--- src/efd_pkg.sv ---
package efd_pkg;

  // channel counts of the sensor frame
  localparam int unsigned EXG_CHANNELS_DEF = 8;
  localparam int unsigned IMU_CHANNELS_DEF = 9;

  // depth of the command queue between front and back
  localparam int unsigned CMD_QUEUE_DEPTH = 2;

  localparam int unsigned BYTE_W   = 8;
  localparam int unsigned SCALE_W  = 24;
  localparam int unsigned USED_W   = 4;
  localparam int unsigned CHAN_W   = 4;
  localparam int unsigned CNT_W    = 5;
  localparam int unsigned VALUE_W  = 36;
  localparam int unsigned WORD_W   = 32;
  localparam int unsigned PROD_W   = 41;
  localparam int unsigned CFG_IDX_W  = 3;
  localparam int unsigned CFG_DATA_W = 24;

  localparam logic [BYTE_W-1:0]  START_MARKER_RST = 8'hA0;
  localparam logic [BYTE_W-1:0]  END_MARKER_RST   = 8'hC0;
  localparam logic [SCALE_W-1:0] EXG_SCALE_RST    = 24'd666687;
  localparam logic [USED_W-1:0]  EXG_USED_RST     = 4'd8;
  localparam logic [USED_W-1:0]  IMU_USED_RST     = 4'd9;

  localparam logic signed [VALUE_W-1:0] VALUE_MAX = {1'b0, {(VALUE_W-1){1'b1}}};
  localparam logic signed [VALUE_W-1:0] VALUE_MIN = {1'b1, {(VALUE_W-1){1'b0}}};

  typedef enum logic [2:0] {
    KIND_COUNTER = 3'd0,
    KIND_EXG     = 3'd1,
    KIND_LOFF_P  = 3'd2,
    KIND_LOFF_N  = 3'd3,
    KIND_IMU     = 3'd4,
    KIND_BAD_END = 3'd5
  } kind_e;

  typedef enum logic [CFG_IDX_W-1:0] {
    CFG_START_MARKER = 3'd0,
    CFG_END_MARKER   = 3'd1,
    CFG_EXG_SCALE    = 3'd2,
    CFG_EXG_USED     = 3'd3,
    CFG_IMU_USED     = 3'd4
  } cfg_idx_e;

  typedef enum logic [2:0] {
    B_IDLE,
    B_RD,
    B_CAP,
    B_MUL,
    B_OUT
  } back_state_e;

  typedef struct packed {
    logic [BYTE_W-1:0]  start_marker;
    logic [BYTE_W-1:0]  end_marker;
    logic [SCALE_W-1:0] exg_scale;
    logic [USED_W-1:0]  exg_used;
    logic [USED_W-1:0]  imu_used;
  } cfg_t;

  // end-of-frame command: bad end byte or a good frame waiting in the store
  typedef struct packed {
    logic              bad;
    logic [BYTE_W-1:0] data;
  } cmd_t;

  // index of the last byte of a field of the given kind
  function automatic logic [1:0] last_byte(kind_e k);
    logic [1:0] r;
    case (k)
      KIND_EXG: r = 2'd1;
      KIND_IMU: r = 2'd3;
      default:  r = 2'd0;
    endcase
    return r;
  endfunction

endpackage

--- src/efd_if.sv ---
interface efd_in_if import efd_pkg::*; ();
  logic              valid;
  logic              ready;
  logic [BYTE_W-1:0] rx_byte;

  modport source (output valid, output rx_byte, input ready);
  modport sink   (input valid, input rx_byte, output ready);
endinterface

interface efd_out_if import efd_pkg::*; ();
  logic                      valid;
  logic                      ready;
  logic [2:0]                kind;
  logic [CHAN_W-1:0]         channel;
  logic signed [VALUE_W-1:0] value;
  logic                      last;

  modport source (output valid, output kind, output channel, output value, output last,
                  input ready);
  modport sink   (input valid, input kind, input channel, input value, input last,
                  output ready);
endinterface

--- src/efd_ram.sv ---
module efd_ram #(
  parameter int unsigned WIDTH = 8,
  parameter int unsigned DEPTH = 55,
  localparam int unsigned AW   = $clog2(DEPTH)
) (
  input  logic             clk_i,
  input  logic             we_i,
  input  logic [AW-1:0]    waddr_i,
  input  logic [WIDTH-1:0] wdata_i,
  input  logic             re_i,
  input  logic [AW-1:0]    raddr_i,
  output logic [WIDTH-1:0] rdata_o
);

  logic [WIDTH-1:0] mem_q [DEPTH];
  logic [WIDTH-1:0] rdata_q;

  always_ff @(posedge clk_i) begin
    if (we_i) begin
      mem_q[waddr_i] <= wdata_i;
    end
    if (re_i) begin
      rdata_q <= mem_q[raddr_i];
    end
  end

  assign rdata_o = rdata_q;

endmodule

--- src/efd_front.sv ---
module efd_front import efd_pkg::*; #(
  parameter int unsigned STORE_DEPTH = 55,
  localparam int unsigned AW = $clog2(STORE_DEPTH),
  localparam int unsigned PW = $clog2(STORE_DEPTH + 1)
) (
  input  logic              clk_i,
  input  logic              rst_ni,
  efd_in_if.sink            rx,
  input  cfg_t              cfg_i,
  output logic              ram_we_o,
  output logic [AW-1:0]     ram_waddr_o,
  output logic [BYTE_W-1:0] ram_wdata_o,
  output logic              push_valid_o,
  input  logic              push_ready_i,
  output cmd_t              push_cmd_o,
  input  logic              done_i
);

  logic          in_frame_q, in_frame_d;
  logic [PW-1:0] pos_q, pos_d;
  logic          lock_q, lock_d;
  logic          at_end;
  logic          accept;

  assign at_end = (pos_q == PW'(STORE_DEPTH));

  // store is held by the back end from a good end byte until its run is out
  assign rx.ready = !(in_frame_q && ((!at_end && lock_q) || (at_end && !push_ready_i)));
  assign accept   = rx.valid && rx.ready;

  assign ram_we_o    = accept && in_frame_q && !at_end;
  assign ram_waddr_o = pos_q[AW-1:0];
  assign ram_wdata_o = rx.rx_byte;

  assign push_valid_o    = accept && in_frame_q && at_end;
  assign push_cmd_o.bad  = (rx.rx_byte != cfg_i.end_marker);
  assign push_cmd_o.data = rx.rx_byte;

  always_comb begin
    in_frame_d = in_frame_q;
    pos_d      = pos_q;
    lock_d     = lock_q;
    if (done_i) begin
      lock_d = 1'b0;
    end
    if (accept) begin
      if (!in_frame_q) begin
        if (rx.rx_byte == cfg_i.start_marker) begin
          in_frame_d = 1'b1;
          pos_d      = '0;
        end
      end else if (!at_end) begin
        pos_d = pos_q + PW'(1);
      end else begin
        in_frame_d = 1'b0;
        pos_d      = '0;
        if (!push_cmd_o.bad) begin
          lock_d = 1'b1;
        end
      end
    end
  end

  always_ff @(posedge clk_i or negedge rst_ni) begin
    if (!rst_ni) begin
      in_frame_q <= 1'b0;
      pos_q      <= '0;
      lock_q     <= 1'b0;
    end else begin
      in_frame_q <= in_frame_d;
      pos_q      <= pos_d;
      lock_q     <= lock_d;
    end
  end

endmodule

--- src/efd_queue.sv ---
module efd_queue import efd_pkg::*; #(
  parameter int unsigned DEPTH = 2,
  localparam int unsigned PTR_W = (DEPTH > 1) ? $clog2(DEPTH) : 1,
  localparam int unsigned CNT_QW = $clog2(DEPTH + 1)
) (
  input  logic clk_i,
  input  logic rst_ni,
  input  logic push_valid_i,
  output logic push_ready_o,
  input  cmd_t push_cmd_i,
  output logic pop_valid_o,
  input  logic pop_ready_i,
  output cmd_t pop_cmd_o
);

  cmd_t              mem_q [DEPTH];
  logic [PTR_W-1:0]  wr_q, wr_d, rd_q, rd_d;
  logic [CNT_QW-1:0] cnt_q, cnt_d;
  logic              push, pop;

  assign push_ready_o = (cnt_q != CNT_QW'(DEPTH));
  assign pop_valid_o  = (cnt_q != '0);
  assign pop_cmd_o    = mem_q[rd_q];
  assign push         = push_valid_i && push_ready_o;
  assign pop          = pop_valid_o && pop_ready_i;

  always_comb begin
    wr_d  = wr_q;
    rd_d  = rd_q;
    cnt_d = cnt_q;
    if (push) begin
      wr_d = (wr_q == PTR_W'(DEPTH - 1)) ? '0 : wr_q + PTR_W'(1);
    end
    if (pop) begin
      rd_d = (rd_q == PTR_W'(DEPTH - 1)) ? '0 : rd_q + PTR_W'(1);
    end
    if (push && !pop) begin
      cnt_d = cnt_q + CNT_QW'(1);
    end else if (pop && !push) begin
      cnt_d = cnt_q - CNT_QW'(1);
    end
  end

  always_ff @(posedge clk_i or negedge rst_ni) begin
    if (!rst_ni) begin
      wr_q  <= '0;
      rd_q  <= '0;
      cnt_q <= '0;
    end else begin
      wr_q  <= wr_d;
      rd_q  <= rd_d;
      cnt_q <= cnt_d;
    end
  end

  always_ff @(posedge clk_i) begin
    if (push) begin
      mem_q[wr_q] <= push_cmd_i;
    end
  end

endmodule

--- src/efd_back.sv ---
module efd_back import efd_pkg::*; #(
  parameter int unsigned EXG_CHANNELS = EXG_CHANNELS_DEF,
  parameter int unsigned IMU_CHANNELS = IMU_CHANNELS_DEF,
  parameter int unsigned STORE_DEPTH  = 55,
  localparam int unsigned AW = $clog2(STORE_DEPTH)
) (
  input  logic              clk_i,
  input  logic              rst_ni,
  input  cfg_t              cfg_i,
  input  logic              pop_valid_i,
  output logic              pop_ready_o,
  input  cmd_t              pop_cmd_i,
  output logic              ram_re_o,
  output logic [AW-1:0]     ram_raddr_o,
  input  logic [BYTE_W-1:0] ram_rdata_i,
  output logic              done_o,
  efd_out_if.source         res
);

  localparam logic [AW-1:0] LOFFP_ADDR = AW'(1 + 2 * EXG_CHANNELS);

  back_state_e state_q, state_d;
  kind_e       kind_q, kind_d;
  logic [CHAN_W-1:0] chan_q, chan_d;
  logic [AW-1:0]     addr_q, addr_d;
  logic [1:0]        bidx_q, bidx_d;
  logic [WORD_W-1:0] acc_q, acc_d;
  logic signed [PROD_W-1:0] prod_q, prod_d;

  logic                      out_valid_q, out_valid_d;
  kind_e                     out_kind_q, out_kind_d;
  logic [CHAN_W-1:0]         out_chan_q, out_chan_d;
  logic signed [VALUE_W-1:0] out_value_q, out_value_d;
  logic                      out_last_q, out_last_d;

  logic [CNT_W-1:0] ne, ni, chan_nx;
  logic             slot_free, run_last, byte_done, fits;
  logic signed [VALUE_W-1:0] exg_sat;

  assign ne = ({1'b0, cfg_i.exg_used} > CNT_W'(EXG_CHANNELS)) ? CNT_W'(EXG_CHANNELS)
                                                               : {1'b0, cfg_i.exg_used};
  assign ni = ({1'b0, cfg_i.imu_used} > CNT_W'(IMU_CHANNELS)) ? CNT_W'(IMU_CHANNELS)
                                                               : {1'b0, cfg_i.imu_used};
  assign chan_nx   = {1'b0, chan_q} + CNT_W'(1);
  assign slot_free = !out_valid_q || res.ready;
  assign byte_done = (bidx_q == last_byte(kind_q));
  assign run_last  = (kind_q == KIND_BAD_END)
                  || ((kind_q == KIND_LOFF_N) && (ni == '0))
                  || ((kind_q == KIND_IMU) && (chan_nx >= ni));

  // clamp the 41-bit product to the signed result range
  assign fits    = (&prod_q[PROD_W-1:VALUE_W-1]) || !(|prod_q[PROD_W-1:VALUE_W-1]);
  assign exg_sat = fits ? prod_q[VALUE_W-1:0] : (prod_q[PROD_W-1] ? VALUE_MIN : VALUE_MAX);

  assign pop_ready_o = (state_q == B_IDLE);
  assign ram_re_o    = (state_q == B_RD);
  assign ram_raddr_o = addr_q;
  assign done_o      = (state_q == B_OUT) && slot_free && run_last
                    && (kind_q != KIND_BAD_END);

  always_comb begin
    state_d = state_q;
    case (state_q)
      B_IDLE: begin
        if (pop_valid_i) begin
          state_d = pop_cmd_i.bad ? B_OUT : B_RD;
        end
      end
      B_RD: state_d = B_CAP;
      B_CAP: begin
        if (byte_done) begin
          state_d = (kind_q == KIND_EXG) ? B_MUL : B_OUT;
        end else begin
          state_d = B_RD;
        end
      end
      B_MUL: state_d = B_OUT;
      B_OUT: begin
        if (slot_free) begin
          state_d = run_last ? B_IDLE : B_RD;
        end
      end
      default: state_d = B_IDLE;
    endcase
  end

  always_comb begin
    kind_d      = kind_q;
    chan_d      = chan_q;
    addr_d      = addr_q;
    bidx_d      = bidx_q;
    acc_d       = acc_q;
    prod_d      = prod_q;
    out_valid_d = out_valid_q && !res.ready;
    out_kind_d  = out_kind_q;
    out_chan_d  = out_chan_q;
    out_value_d = out_value_q;
    out_last_d  = out_last_q;
    case (state_q)
      B_IDLE: begin
        if (pop_valid_i) begin
          chan_d = '0;
          addr_d = '0;
          bidx_d = '0;
          if (pop_cmd_i.bad) begin
            kind_d = KIND_BAD_END;
            acc_d  = {{(WORD_W-BYTE_W){1'b0}}, pop_cmd_i.data};
          end else begin
            kind_d = KIND_COUNTER;
            acc_d  = '0;
          end
        end
      end
      B_CAP: begin
        acc_d[{bidx_q, 3'b000} +: BYTE_W] = ram_rdata_i;
        addr_d = addr_q + AW'(1);
        bidx_d = byte_done ? 2'd0 : bidx_q + 2'd1;
      end
      B_MUL: begin
        prod_d = PROD_W'($signed(acc_q[15:0])) * PROD_W'($signed({1'b0, cfg_i.exg_scale}));
      end
      B_OUT: begin
        if (slot_free) begin
          out_valid_d = 1'b1;
          out_kind_d  = kind_q;
          out_chan_d  = chan_q;
          out_value_d = (kind_q == KIND_EXG) ? exg_sat
                                             : {{(VALUE_W-WORD_W){1'b0}}, acc_q};
          out_last_d  = run_last;
          acc_d       = '0;
          case (kind_q)
            KIND_COUNTER: begin
              if (ne != '0) begin
                kind_d = KIND_EXG;
              end else begin
                kind_d = KIND_LOFF_P;
                addr_d = LOFFP_ADDR;
              end
            end
            KIND_EXG: begin
              if (chan_nx < ne) begin
                chan_d = chan_nx[CHAN_W-1:0];
              end else begin
                kind_d = KIND_LOFF_P;
                chan_d = '0;
                addr_d = LOFFP_ADDR;
              end
            end
            KIND_LOFF_P: kind_d = KIND_LOFF_N;
            KIND_LOFF_N: kind_d = KIND_IMU;
            KIND_IMU:    chan_d = chan_nx[CHAN_W-1:0];
            default:     kind_d = kind_q;
          endcase
        end
      end
      default: ;
    endcase
  end

  always_ff @(posedge clk_i or negedge rst_ni) begin
    if (!rst_ni) begin
      state_q     <= B_IDLE;
      out_valid_q <= 1'b0;
    end else begin
      state_q     <= state_d;
      out_valid_q <= out_valid_d;
    end
  end

  always_ff @(posedge clk_i) begin
    kind_q      <= kind_d;
    chan_q      <= chan_d;
    addr_q      <= addr_d;
    bidx_q      <= bidx_d;
    acc_q       <= acc_d;
    prod_q      <= prod_d;
    out_kind_q  <= out_kind_d;
    out_chan_q  <= out_chan_d;
    out_value_q <= out_value_d;
    out_last_q  <= out_last_d;
  end

  assign res.valid   = out_valid_q;
  assign res.kind    = out_kind_q;
  assign res.channel = out_chan_q;
  assign res.value   = out_value_q;
  assign res.last    = out_last_q;

endmodule

--- src/exg_imu_frame_deframer_core.sv ---
// channel   dir  handshake        payload
// rx_i      in   valid / ready    rx_byte[7:0]
// res_o     out  valid / ready    kind[2:0] channel[3:0] value[35:0] last
// cfg       in   cfg_we_i         cfg_idx_i[2:0] cfg_data_i[23:0]
//
// bytes are taken while hunting and in frame; the end byte is handed to the
// back end through a two-entry command queue
// a result run reads the frame store byte by byte, each through a read and a
// capture state: counter and lead-off results are one byte, exg two followed by
// one multiply stage, imu four; a bad end result reads nothing from the store
// in-frame bytes stall while the previous good run still reads the frame store
// reset clears control state only; the frame store is not cleared
module exg_imu_frame_deframer_core import efd_pkg::*; #(
  parameter int unsigned EXG_CHANNELS = EXG_CHANNELS_DEF,
  parameter int unsigned IMU_CHANNELS = IMU_CHANNELS_DEF
) (
  input  logic                  clk_i,
  input  logic                  rst_ni,
  efd_in_if.sink                rx_i,
  efd_out_if.source             res_o,
  input  logic                  cfg_we_i,
  input  logic [CFG_IDX_W-1:0]  cfg_idx_i,
  input  logic [CFG_DATA_W-1:0] cfg_data_i
);

  localparam int unsigned STORE_DEPTH = 3 + 2 * EXG_CHANNELS + 4 * IMU_CHANNELS;
  localparam int unsigned AW = $clog2(STORE_DEPTH);

  cfg_t cfg_q;

  logic              ram_we, ram_re;
  logic [AW-1:0]     ram_waddr, ram_raddr;
  logic [BYTE_W-1:0] ram_wdata, ram_rdata;
  logic              push_valid, push_ready, pop_valid, pop_ready, done;
  cmd_t              push_cmd, pop_cmd;

  always_ff @(posedge clk_i or negedge rst_ni) begin
    if (!rst_ni) begin
      cfg_q.start_marker <= START_MARKER_RST;
      cfg_q.end_marker   <= END_MARKER_RST;
      cfg_q.exg_scale    <= EXG_SCALE_RST;
      cfg_q.exg_used     <= EXG_USED_RST;
      cfg_q.imu_used     <= IMU_USED_RST;
    end else if (cfg_we_i) begin
      case (cfg_idx_e'(cfg_idx_i))
        CFG_START_MARKER: cfg_q.start_marker <= cfg_data_i[BYTE_W-1:0];
        CFG_END_MARKER:   cfg_q.end_marker   <= cfg_data_i[BYTE_W-1:0];
        CFG_EXG_SCALE:    cfg_q.exg_scale    <= cfg_data_i[SCALE_W-1:0];
        CFG_EXG_USED:     cfg_q.exg_used     <= cfg_data_i[USED_W-1:0];
        CFG_IMU_USED:     cfg_q.imu_used     <= cfg_data_i[USED_W-1:0];
        default: ;
      endcase
    end
  end

  efd_front #(
    .STORE_DEPTH (STORE_DEPTH)
  ) u_front (
    .clk_i        (clk_i),
    .rst_ni       (rst_ni),
    .rx           (rx_i),
    .cfg_i        (cfg_q),
    .ram_we_o     (ram_we),
    .ram_waddr_o  (ram_waddr),
    .ram_wdata_o  (ram_wdata),
    .push_valid_o (push_valid),
    .push_ready_i (push_ready),
    .push_cmd_o   (push_cmd),
    .done_i       (done)
  );

  efd_ram #(
    .WIDTH (BYTE_W),
    .DEPTH (STORE_DEPTH)
  ) u_store (
    .clk_i   (clk_i),
    .we_i    (ram_we),
    .waddr_i (ram_waddr),
    .wdata_i (ram_wdata),
    .re_i    (ram_re),
    .raddr_i (ram_raddr),
    .rdata_o (ram_rdata)
  );

  efd_queue #(
    .DEPTH (CMD_QUEUE_DEPTH)
  ) u_queue (
    .clk_i        (clk_i),
    .rst_ni       (rst_ni),
    .push_valid_i (push_valid),
    .push_ready_o (push_ready),
    .push_cmd_i   (push_cmd),
    .pop_valid_o  (pop_valid),
    .pop_ready_i  (pop_ready),
    .pop_cmd_o    (pop_cmd)
  );

  efd_back #(
    .EXG_CHANNELS (EXG_CHANNELS),
    .IMU_CHANNELS (IMU_CHANNELS),
    .STORE_DEPTH  (STORE_DEPTH)
  ) u_back (
    .clk_i       (clk_i),
    .rst_ni      (rst_ni),
    .cfg_i       (cfg_q),
    .pop_valid_i (pop_valid),
    .pop_ready_o (pop_ready),
    .pop_cmd_i   (pop_cmd),
    .ram_re_o    (ram_re),
    .ram_raddr_o (ram_raddr),
    .ram_rdata_i (ram_rdata),
    .done_o      (done),
    .res         (res_o)
  );

endmodule

--- src/flat_wrapper.sv ---
// flat-port wrapper written by rule: the top's interface ports become plain ports
module exg_imu_frame_deframer_core_flat import efd_pkg::*;
#(
  parameter int unsigned EXG_CHANNELS = EXG_CHANNELS_DEF,
  parameter int unsigned IMU_CHANNELS = IMU_CHANNELS_DEF
)
  (clk_i, rst_ni, cfg_we_i, cfg_idx_i, cfg_data_i, rx_i_valid, rx_i_rx_byte, rx_i_ready, res_o_valid, res_o_kind, res_o_channel, res_o_value, res_o_last, res_o_ready);
  efd_in_if rx_i_i ();
  efd_out_if res_o_i ();
  input  logic clk_i;
  input  logic rst_ni;
  input  logic cfg_we_i;
  input  logic [CFG_IDX_W-1:0] cfg_idx_i;
  input  logic [CFG_DATA_W-1:0] cfg_data_i;
  input wire logic [$bits(rx_i_i.valid)-1:0] rx_i_valid;
  input wire logic [$bits(rx_i_i.rx_byte)-1:0] rx_i_rx_byte;
  output wire logic [$bits(rx_i_i.ready)-1:0] rx_i_ready;
  output wire logic [$bits(res_o_i.valid)-1:0] res_o_valid;
  output wire logic [$bits(res_o_i.kind)-1:0] res_o_kind;
  output wire logic [$bits(res_o_i.channel)-1:0] res_o_channel;
  output wire logic [$bits(res_o_i.value)-1:0] res_o_value;
  output wire logic [$bits(res_o_i.last)-1:0] res_o_last;
  input wire logic [$bits(res_o_i.ready)-1:0] res_o_ready;
  assign rx_i_i.valid = rx_i_valid;
  assign rx_i_i.rx_byte = rx_i_rx_byte;
  assign rx_i_ready = rx_i_i.ready;
  assign res_o_valid = res_o_i.valid;
  assign res_o_kind = res_o_i.kind;
  assign res_o_channel = res_o_i.channel;
  assign res_o_value = res_o_i.value;
  assign res_o_last = res_o_i.last;
  assign res_o_i.ready = res_o_ready;
  exg_imu_frame_deframer_core #(.EXG_CHANNELS(EXG_CHANNELS), .IMU_CHANNELS(IMU_CHANNELS)) u_core (.clk_i(clk_i), .rst_ni(rst_ni), .rx_i(rx_i_i), .res_o(res_o_i), .cfg_we_i(cfg_we_i), .cfg_idx_i(cfg_idx_i), .cfg_data_i(cfg_data_i));
endmodule
--- config.mk ---
export PLATFORM = sky130hd
export DESIGN_NAME = exg_imu_frame_deframer_core_flat
export DESIGN_NICKNAME = d
export VERILOG_FILES = /design/src/efd_pkg.sv /design/src/efd_if.sv /design/src/efd_ram.sv /design/src/efd_front.sv /design/src/efd_queue.sv /design/src/efd_back.sv /design/src/exg_imu_frame_deframer_core.sv /design/src/flat_wrapper.sv
export SDC_FILE = /design/constraint.sdc
export NUM_CORES = 2
export LEC_CHECK = 0
export ABC_AREA = 1
export BUFFER_PORTS_ARGS = -buffer_cell sky130_fd_sc_hd__buf_2
export CAP_MARGIN = 20
export CORE_ASPECT_RATIO = 1.75
export CORE_MARGIN = 2
export CORE_UTILIZATION = 40
export CTS_CLUSTER_SIZE = 14
export DETAILED_ROUTE_END_ITERATION = 10
export GPL_ROUTABILITY_DRIVEN = 0
export GPL_TIMING_DRIVEN = 0
export HOLD_SLACK_MARGIN = 0.12
export PLACE_DENSITY_LB_ADDON = 0.05
export REMOVE_ABC_BUFFERS = 1
export SLEW_MARGIN = 20
export SYNTH_ARGS = -nofsm -noshare
export SYNTH_HDL_FRONTEND = slang
export SYNTH_SLANG_ARGS = --single-unit
--- constraint.sdc ---
create_clock -name clk_i -period 8.05 [get_ports clk_i]
set_clock_uncertainty 0.2 [all_clocks]
set_input_delay 0.805 -clock clk_i [delete_from_list [all_inputs] [get_ports clk_i]]
set_output_delay 0.805 -clock clk_i [all_outputs]
set_load 0.01 [all_outputs]
# ---- After elaboration in Yosys (flattened, before gate mapping)
# Memory sizes are Yosys's and may differ from the RTL's. A register that Yosys moved wholly into a read port is not among the register bits.
# Cells that the tools add are included.
dict set report classes {
  n_addsub 9
  order_cmp 4
  eq_ne 26
  div_mod_pow 0
  shifts 2
  muxes 60
  multipliers 1
  bitwise 0
  reduce_logical 56
}
# operator n
set ops {}
lappend ops {{32-bit two-way mux} 3}
lappend ops {{32-bit case mux with 3 select lines} 1}
lappend ops {{36-bit two-way mux} 2}
lappend ops {{6-bit two-way mux} 7}
lappend ops {{16-bit by 25-bit multiplier with 41-bit output} 1}
lappend ops {{32-bit bitwise mux} 1}
lappend ops {{8-bit by 7-bit variable shift with 32-bit output (first input constant)} 1}
lappend ops {{8-bit by 7-bit variable part select with 32-bit output} 1}
lappend ops {{3-bit two-way mux} 9}
lappend ops {{4-bit two-way mux} 5}
lappend ops {{3-bit by 2-bit equality test with 1-bit output (second input constant)} 6}
lappend ops {{6-bit case mux with 3 select lines} 1}
lappend ops {{2-bit AND reduction} 9}
lappend ops {{1-bit logical AND} 17}
lappend ops {{1-bit two-way mux} 17}
lappend ops {{4-bit case mux with 2 select lines} 2}
lappend ops {{3-bit case mux with 5 select lines} 1}
lappend ops {{6-bit by 1-bit adder with 6-bit output (second input constant)} 2}
lappend ops {{3-bit equality test (second input constant)} 4}
lappend ops {{3-bit case mux with 4 select lines} 1}
lappend ops {{6-bit case mux with 2 select lines} 1}
lappend ops {{6-bit AND reduction} 2}
lappend ops {{2-bit two-way mux} 5}
lappend ops {{2-bit nonzero test} 5}
lappend ops {{31 further kinds} 54}
dict set report totals {
  mem_count 2
  romBits 0
  output_inout_bits 46
  wordCells 184
  ram_bits 458
  latch_bits 0
  regBits 196
}
# name depth word_bits rd rd_ports_with_merged_regs wr line_no
set memory_table {}
lappend memory_table {u_core.u_store.mem_q 55 8 1 1 1 efd_ram.sv:15} ;# logic [WIDTH-1:0] mem_q [DEPTH];
lappend memory_table {u_core.u_queue.mem_q 2 9 1 0 1 efd_queue.sv:16} ;# cmd_t mem_q [DEPTH];

# ---- Depth between registers and ports, before layout
dict set report depth {
  ltp_word 14
  depth_mapped 29
  ltp_nobuf 27
}

# ---- Cells and area by module
# From an unflattened synthesis, not the netlist that was laid out.
dict set report hier_totals {
  cells_unflattened 4524
  hier_area_um2 42309.3
}
# module seq_area_each_um2 cells_each instances area_per_inst_um2
set by_module_without_submodules {}
lappend by_module_without_submodules {efd_back 4063.9 2568 1 20310.7}
lappend by_module_without_submodules {efd_ram 13452.9 1532 1 18253.8}
lappend by_module_without_submodules {exg_imu_frame_deframer_core 1223.7 218 1 1951.9}
lappend by_module_without_submodules {efd_queue 640.6 75 1 898.4}
lappend by_module_without_submodules {efd_front 200.2 131 1 894.6}

# ---- Worst setup path before layout
# No wires, ideal clock.
dict set report synth_timing {
  path_type {reg2reg}
  from {register u_core.cfg_q[21] in the netlist's numbering}
  to {register u_core.u_back.prod_q[36], data pin}
  period_less_slack_ns 5.786
  arrival_ns 5.333
  path_buffers 2
  setup_time_ns 0.253
  setup_slack_ns 2.264
  stages_incl_launch_ff 25
  required_ns 7.597
  cell_sequence {dfstp_2 -> clkbuf_1 -> clkbuf_1 -> nand2_1 -> fa_1 -> inv_1 -> fa_1 -> inv_1 -> fa_1 -> inv_1 -> fa_1 -> fa_1 -> inv_1 -> fa_1 -> inv_1 -> ha_1 -> nand2_1 -> nor2_1 -> inv_1 -> nor2_1 -> nand2_1 -> nand2_1 -> nand2_1 -> nand4_1 -> nand2_1}
}
dict set report synth_between {
  elab_chain_cells 1
}
# element line_no
set synth_rtl {}
lappend synth_rtl {{from (decl)} exg_imu_frame_deframer_core.sv:29} ;# cfg_t cfg_q;
lappend synth_rtl {{16-bit by 25-bit multiplier with 41-bit output} efd_back.sv:120} ;# prod_d = PROD_W'($signed(acc_q[15:0])) * PROD_W'($signed({1'b0, cfg_i.exg_scale}));
lappend synth_rtl {{to (signal assigned)} efd_back.sv:176} ;# prod_q <= prod_d;
lappend synth_rtl {{to (decl)} efd_back.sv:28} ;# logic signed [PROD_W-1:0] prod_q, prod_d;
# Every way passes these cells.
# A chain may end at the register's enable or synchronous reset.

# ---- Worst setup path after layout
dict set report layout_timing {
  from {register u_core.u_back.acc_q[7]}
  to {register u_core.u_back.prod_q[39], data pin}
}
dict set report layout_between {
  elab_chain_cells 1
}
# element line_no
set layout_rtl {}
lappend layout_rtl {{from (decl)} efd_back.sv:27} ;# logic [WORD_W-1:0] acc_q, acc_d;
lappend layout_rtl {{from (signal assigned)} efd_back.sv:175} ;# acc_q <= acc_d;
lappend layout_rtl {{16-bit by 25-bit multiplier with 41-bit output} efd_back.sv:120}
# Every way passes these cells.

==> summary.txt <==
Layout
  – Final non-filler cell total: 5847
  – P&R area growth vs syn: 11.4%
  – Nets: 4948
  – Commonest non-fill, non-tap cell in the layout: nand2_1
  – Utilization after layout: 0.450
  – Commonest cells after routing, fill and taps aside: nand2_1 (1181), inv_1 (782), edfxtp_1 (598)
  – Share of cells above drive strength 1: 0.0731

Worst setup path
  – CP max-delay cell: edfxtp_1
  – CP endpoint kind: flip-flop
  – CP startpoint kind: flip-flop
  – Most used cell, CP: nand2_1
  – CP Class: reg2reg
  – CP peak stage delay: 0.88 ns
  – Crit path capture: u_core.u_back.prod_q[39]$_DFFE_PN_
  – Cell depth of the worst setup path: 22
  – Reg2reg start: u_core.u_back.acc_q[7]$_DFFE_PP_
  – Cell breakdown of the critical path: buf_8 -> nand2_1 -> fa_1 -> inv_1 -> fa_1 -> fa_1 -> fa_1 -> fa_1 -> inv_1 -> fa_1 -> inv_1 -> ha_1 -> nand2_1 -> inv_1 -> nand2_1 -> inv_1 -> a21oi_1 -> nand3_1 -> nand2_1 -> nand2_1 -> nand2_1 -> nand2_1
  – Worst-case reg-to-reg path depth: 22
  – Worst-path fanout max: 14
  – Family with the most delay on the worst path: adder cells
  – WP data required: 8.24 ns
  – WP buf/inv: 6
  – Reg2reg end: u_core.u_back.prod_q[39]$_DFFE_PN_
  – R2R Setup Slk: 1.23 ns
  – Worst EP arrival: 7.00 ns
  – Worst Setup SP: u_core.u_back.acc_q[7]$_DFFE_PP_

Place
  – Port-buffer cells: 85
  – Final HPWL DP: 91.3 mm
  – Cells after DPL: 5719
  – Pre-CTS setup slack: 1.28 ns

Clock tree
  – Clock buffer depth: 3
  – Post-CTS setup buffer count: 0
  – Num Clock Sinks: 662
  – TritonCTS clock tree: done
  – CTS Buf Count: 69
  – Clk root buf: clkbuf_16
  – Clk pin slew, worst setup/hold paths: 0.06 ns
  – H-tree Lvls: 3
  – Clk_lat worst skew: 0.65 ns
  – Post-CTS resize count: 0
  – CTS Hold Bufs: 1

Detailed routing
  – Pre-Repair DR Iteration Count: 5
  – Wire per inst: 21.2 µm
  – Post-route DRC violation count: 0
  – Total Routed Length: 124 mm
  – DR iter-0 viols: 1488
  – Via density: 5.03
  – Post-DRT Antenna Nets: 0
  – DR vias: 29386

Global route
  – First-pass GRT wire length: 188 mm
  – Total grt overflow: 0
  – GRT Overall Usage: 0.239
  – Initial antenna violation count: 2
  – Pin count of the biggest net entering global routing: 117
  – Vias in the first global route: 31093

Timing
  – Max Clk Rate: 0.147 GHz
  – Fin crit period: 6.82 ns
  – Endpoints failing setup: 0
  – Period utilization: 0.847
  – RSZ-0062 raised after global routing: no
  – Relative slew slack: 0.241
  – Final hold vios: 0
  – Fin. max-slew vios: 0
  – Worst slew pin tran: 1.14 ns
  – Worst hold slack: 0.167 ns
  – Final WS setup: 1.23 ns

Synthesis
  – Synth warnings: 0
  – Number of distinct library cells after synthesis: 46
  – FFs w/ async S/R, synth: 0.0967
  – Main flop type after synthesis: edfxtp_1
  – Post-Syn Area: 0.0417 mm²
  – Number of enable flip-flop cells after synthesis: 598
  – Syn_area_per_cell: 9.37 µm²
  – Synth Instances: 4450
  – #FFs+latches synth: 662
  – Sequential-to-total area share from yosys stat: 0.470

Outcome
  – Status: finished, final reports clean

Floorplan
  – Die Width: 248 µm
  – Starting Density: 0.404
  – Core area: 0.103 mm²
  – FP Rows: 156
  – Die height: 431 µm
  – Full die area: 0.107 mm²
  – Io pins: 86

Min path
  – Hold Startpoint: res_o_ready
  – Hold WC Path Type: in2reg

Run
  – Max-cap violations: 0
[state kept, by name (all words and copies together) (netlist names), 4 cells and up]
register	count
u_core.u_store.rdata_o	8
u_core.u_back.res.channel	4
u_core.u_back.res.value	36
u_core.u_front.ram_waddr_o	6
u_core.u_back.prod_q	41
u_core.u_back.ram_raddr_o	6
u_core.u_queue.mem_q	18
u_core.u_back.acc_q	32
u_core.cfg_q	48
u_core.u_back.chan_q	4
u_core.u_store.mem_q	440
[final cells by class]
type,instances,area [µm²]
multi-input cells,2776,18300
well taps,1343,1680
fillers,10097,56800
inverters,795,3010
clock buffers,94,1950
diodes,1,2.50
clock inverters,32,283
repair buffers,144,1610
flip-flops and latches,662,19600
[kinds of logic (layout without fill, tap and decap cells)]
family,after synthesis,count (layout),share of synthesized area
AO/OA/AOI/OAI,360,360,0.0472
XOR/XNOR,45,45,0.00945
adder cells (fa/ha/maj),460,460,0.193
buffers and inverters,1012,1065,0.0930
flip-flops,662,662,0.470
multiplexers,15,15,0.00405
other,0,1,0
AND/OR/NAND/NOR,1896,1896,0.183
[cell usage after synthesis (all sizes together), types with 46 or more instances]
master / count / area [µm²]
nand2: 1188 / 4470
inv: 790 / 2970
edfxtp: 598 / 18000
nor2: 369 / 1390
fa: 306 / 6130
nand3: 257 / 1310
o21ai: 175 / 880
clkbuf: 156 / 586
ha: 154 / 1930
a21oi: 111 / 556
buf: 61 / 302
nor3: 48 / 245
dfrtp: 46 / 1150
[layer usage]
layer	routed length, µm	global-route usage	vias up
met1	42600	0.241	14421
met5	0	0	-
li1	-	-	14005
met3	4130	0.0273	301
met2	69600	0.467	659
met4	7480	0.128	0
[worst min-delay path by stage]
stage	to	slack [ns]	cells past startpoint
floorplan	u_core.u_front.lock_q$_DFF_PN0_	0.25	2
global placement	u_core.u_front.lock_q$_DFF_PN0_	0.28	2
detailed placement	u_core.u_front.lock_q$_DFF_PN0_	0.28	2
CTS	u_core.cfg_q[28]$_DFFE_PN0P_	0.12	2
global route	u_core.cfg_q[28]$_DFFE_PN0P_	0.15	2
finish	u_core.u_back.res.valid$_DFF_PN0_	0.17	2
[stage by stage]
step | instance area [µm²] | setup TNS [ns]
4_1_cts | 46400 | 0
3_5_place_dp | 44200 | 0
6_report | 46500 | 0
5_1_grt | 46500 | 0
2_1_floorplan | 40800 | -9.84
3_3_place_gp | 42900 | -116.93
[worst register-to-register path, cell delays in order (launching register included)]
cell and delay (ns):
edfxtp_1 0.88, buf_8 0.27, nand2_1 0.13, fa_1 0.58
inv_1 0.06, fa_1 0.48, fa_1 0.61, fa_1 0.47
fa_1 0.51, inv_1 0.06, fa_1 0.49, inv_1 0.05
ha_1 0.33, nand2_1 0.12, inv_1 0.05, nand2_1 0.29
inv_1 0.08, a21oi_1 0.15, nand3_1 0.35, nand2_1 0.22
nand2_1 0.06, nand2_1 0.05, nand2_1 0.06
Power is not shown: default switching activity piles up to over one toggle a cycle in this logic, so the estimate is an artifact.
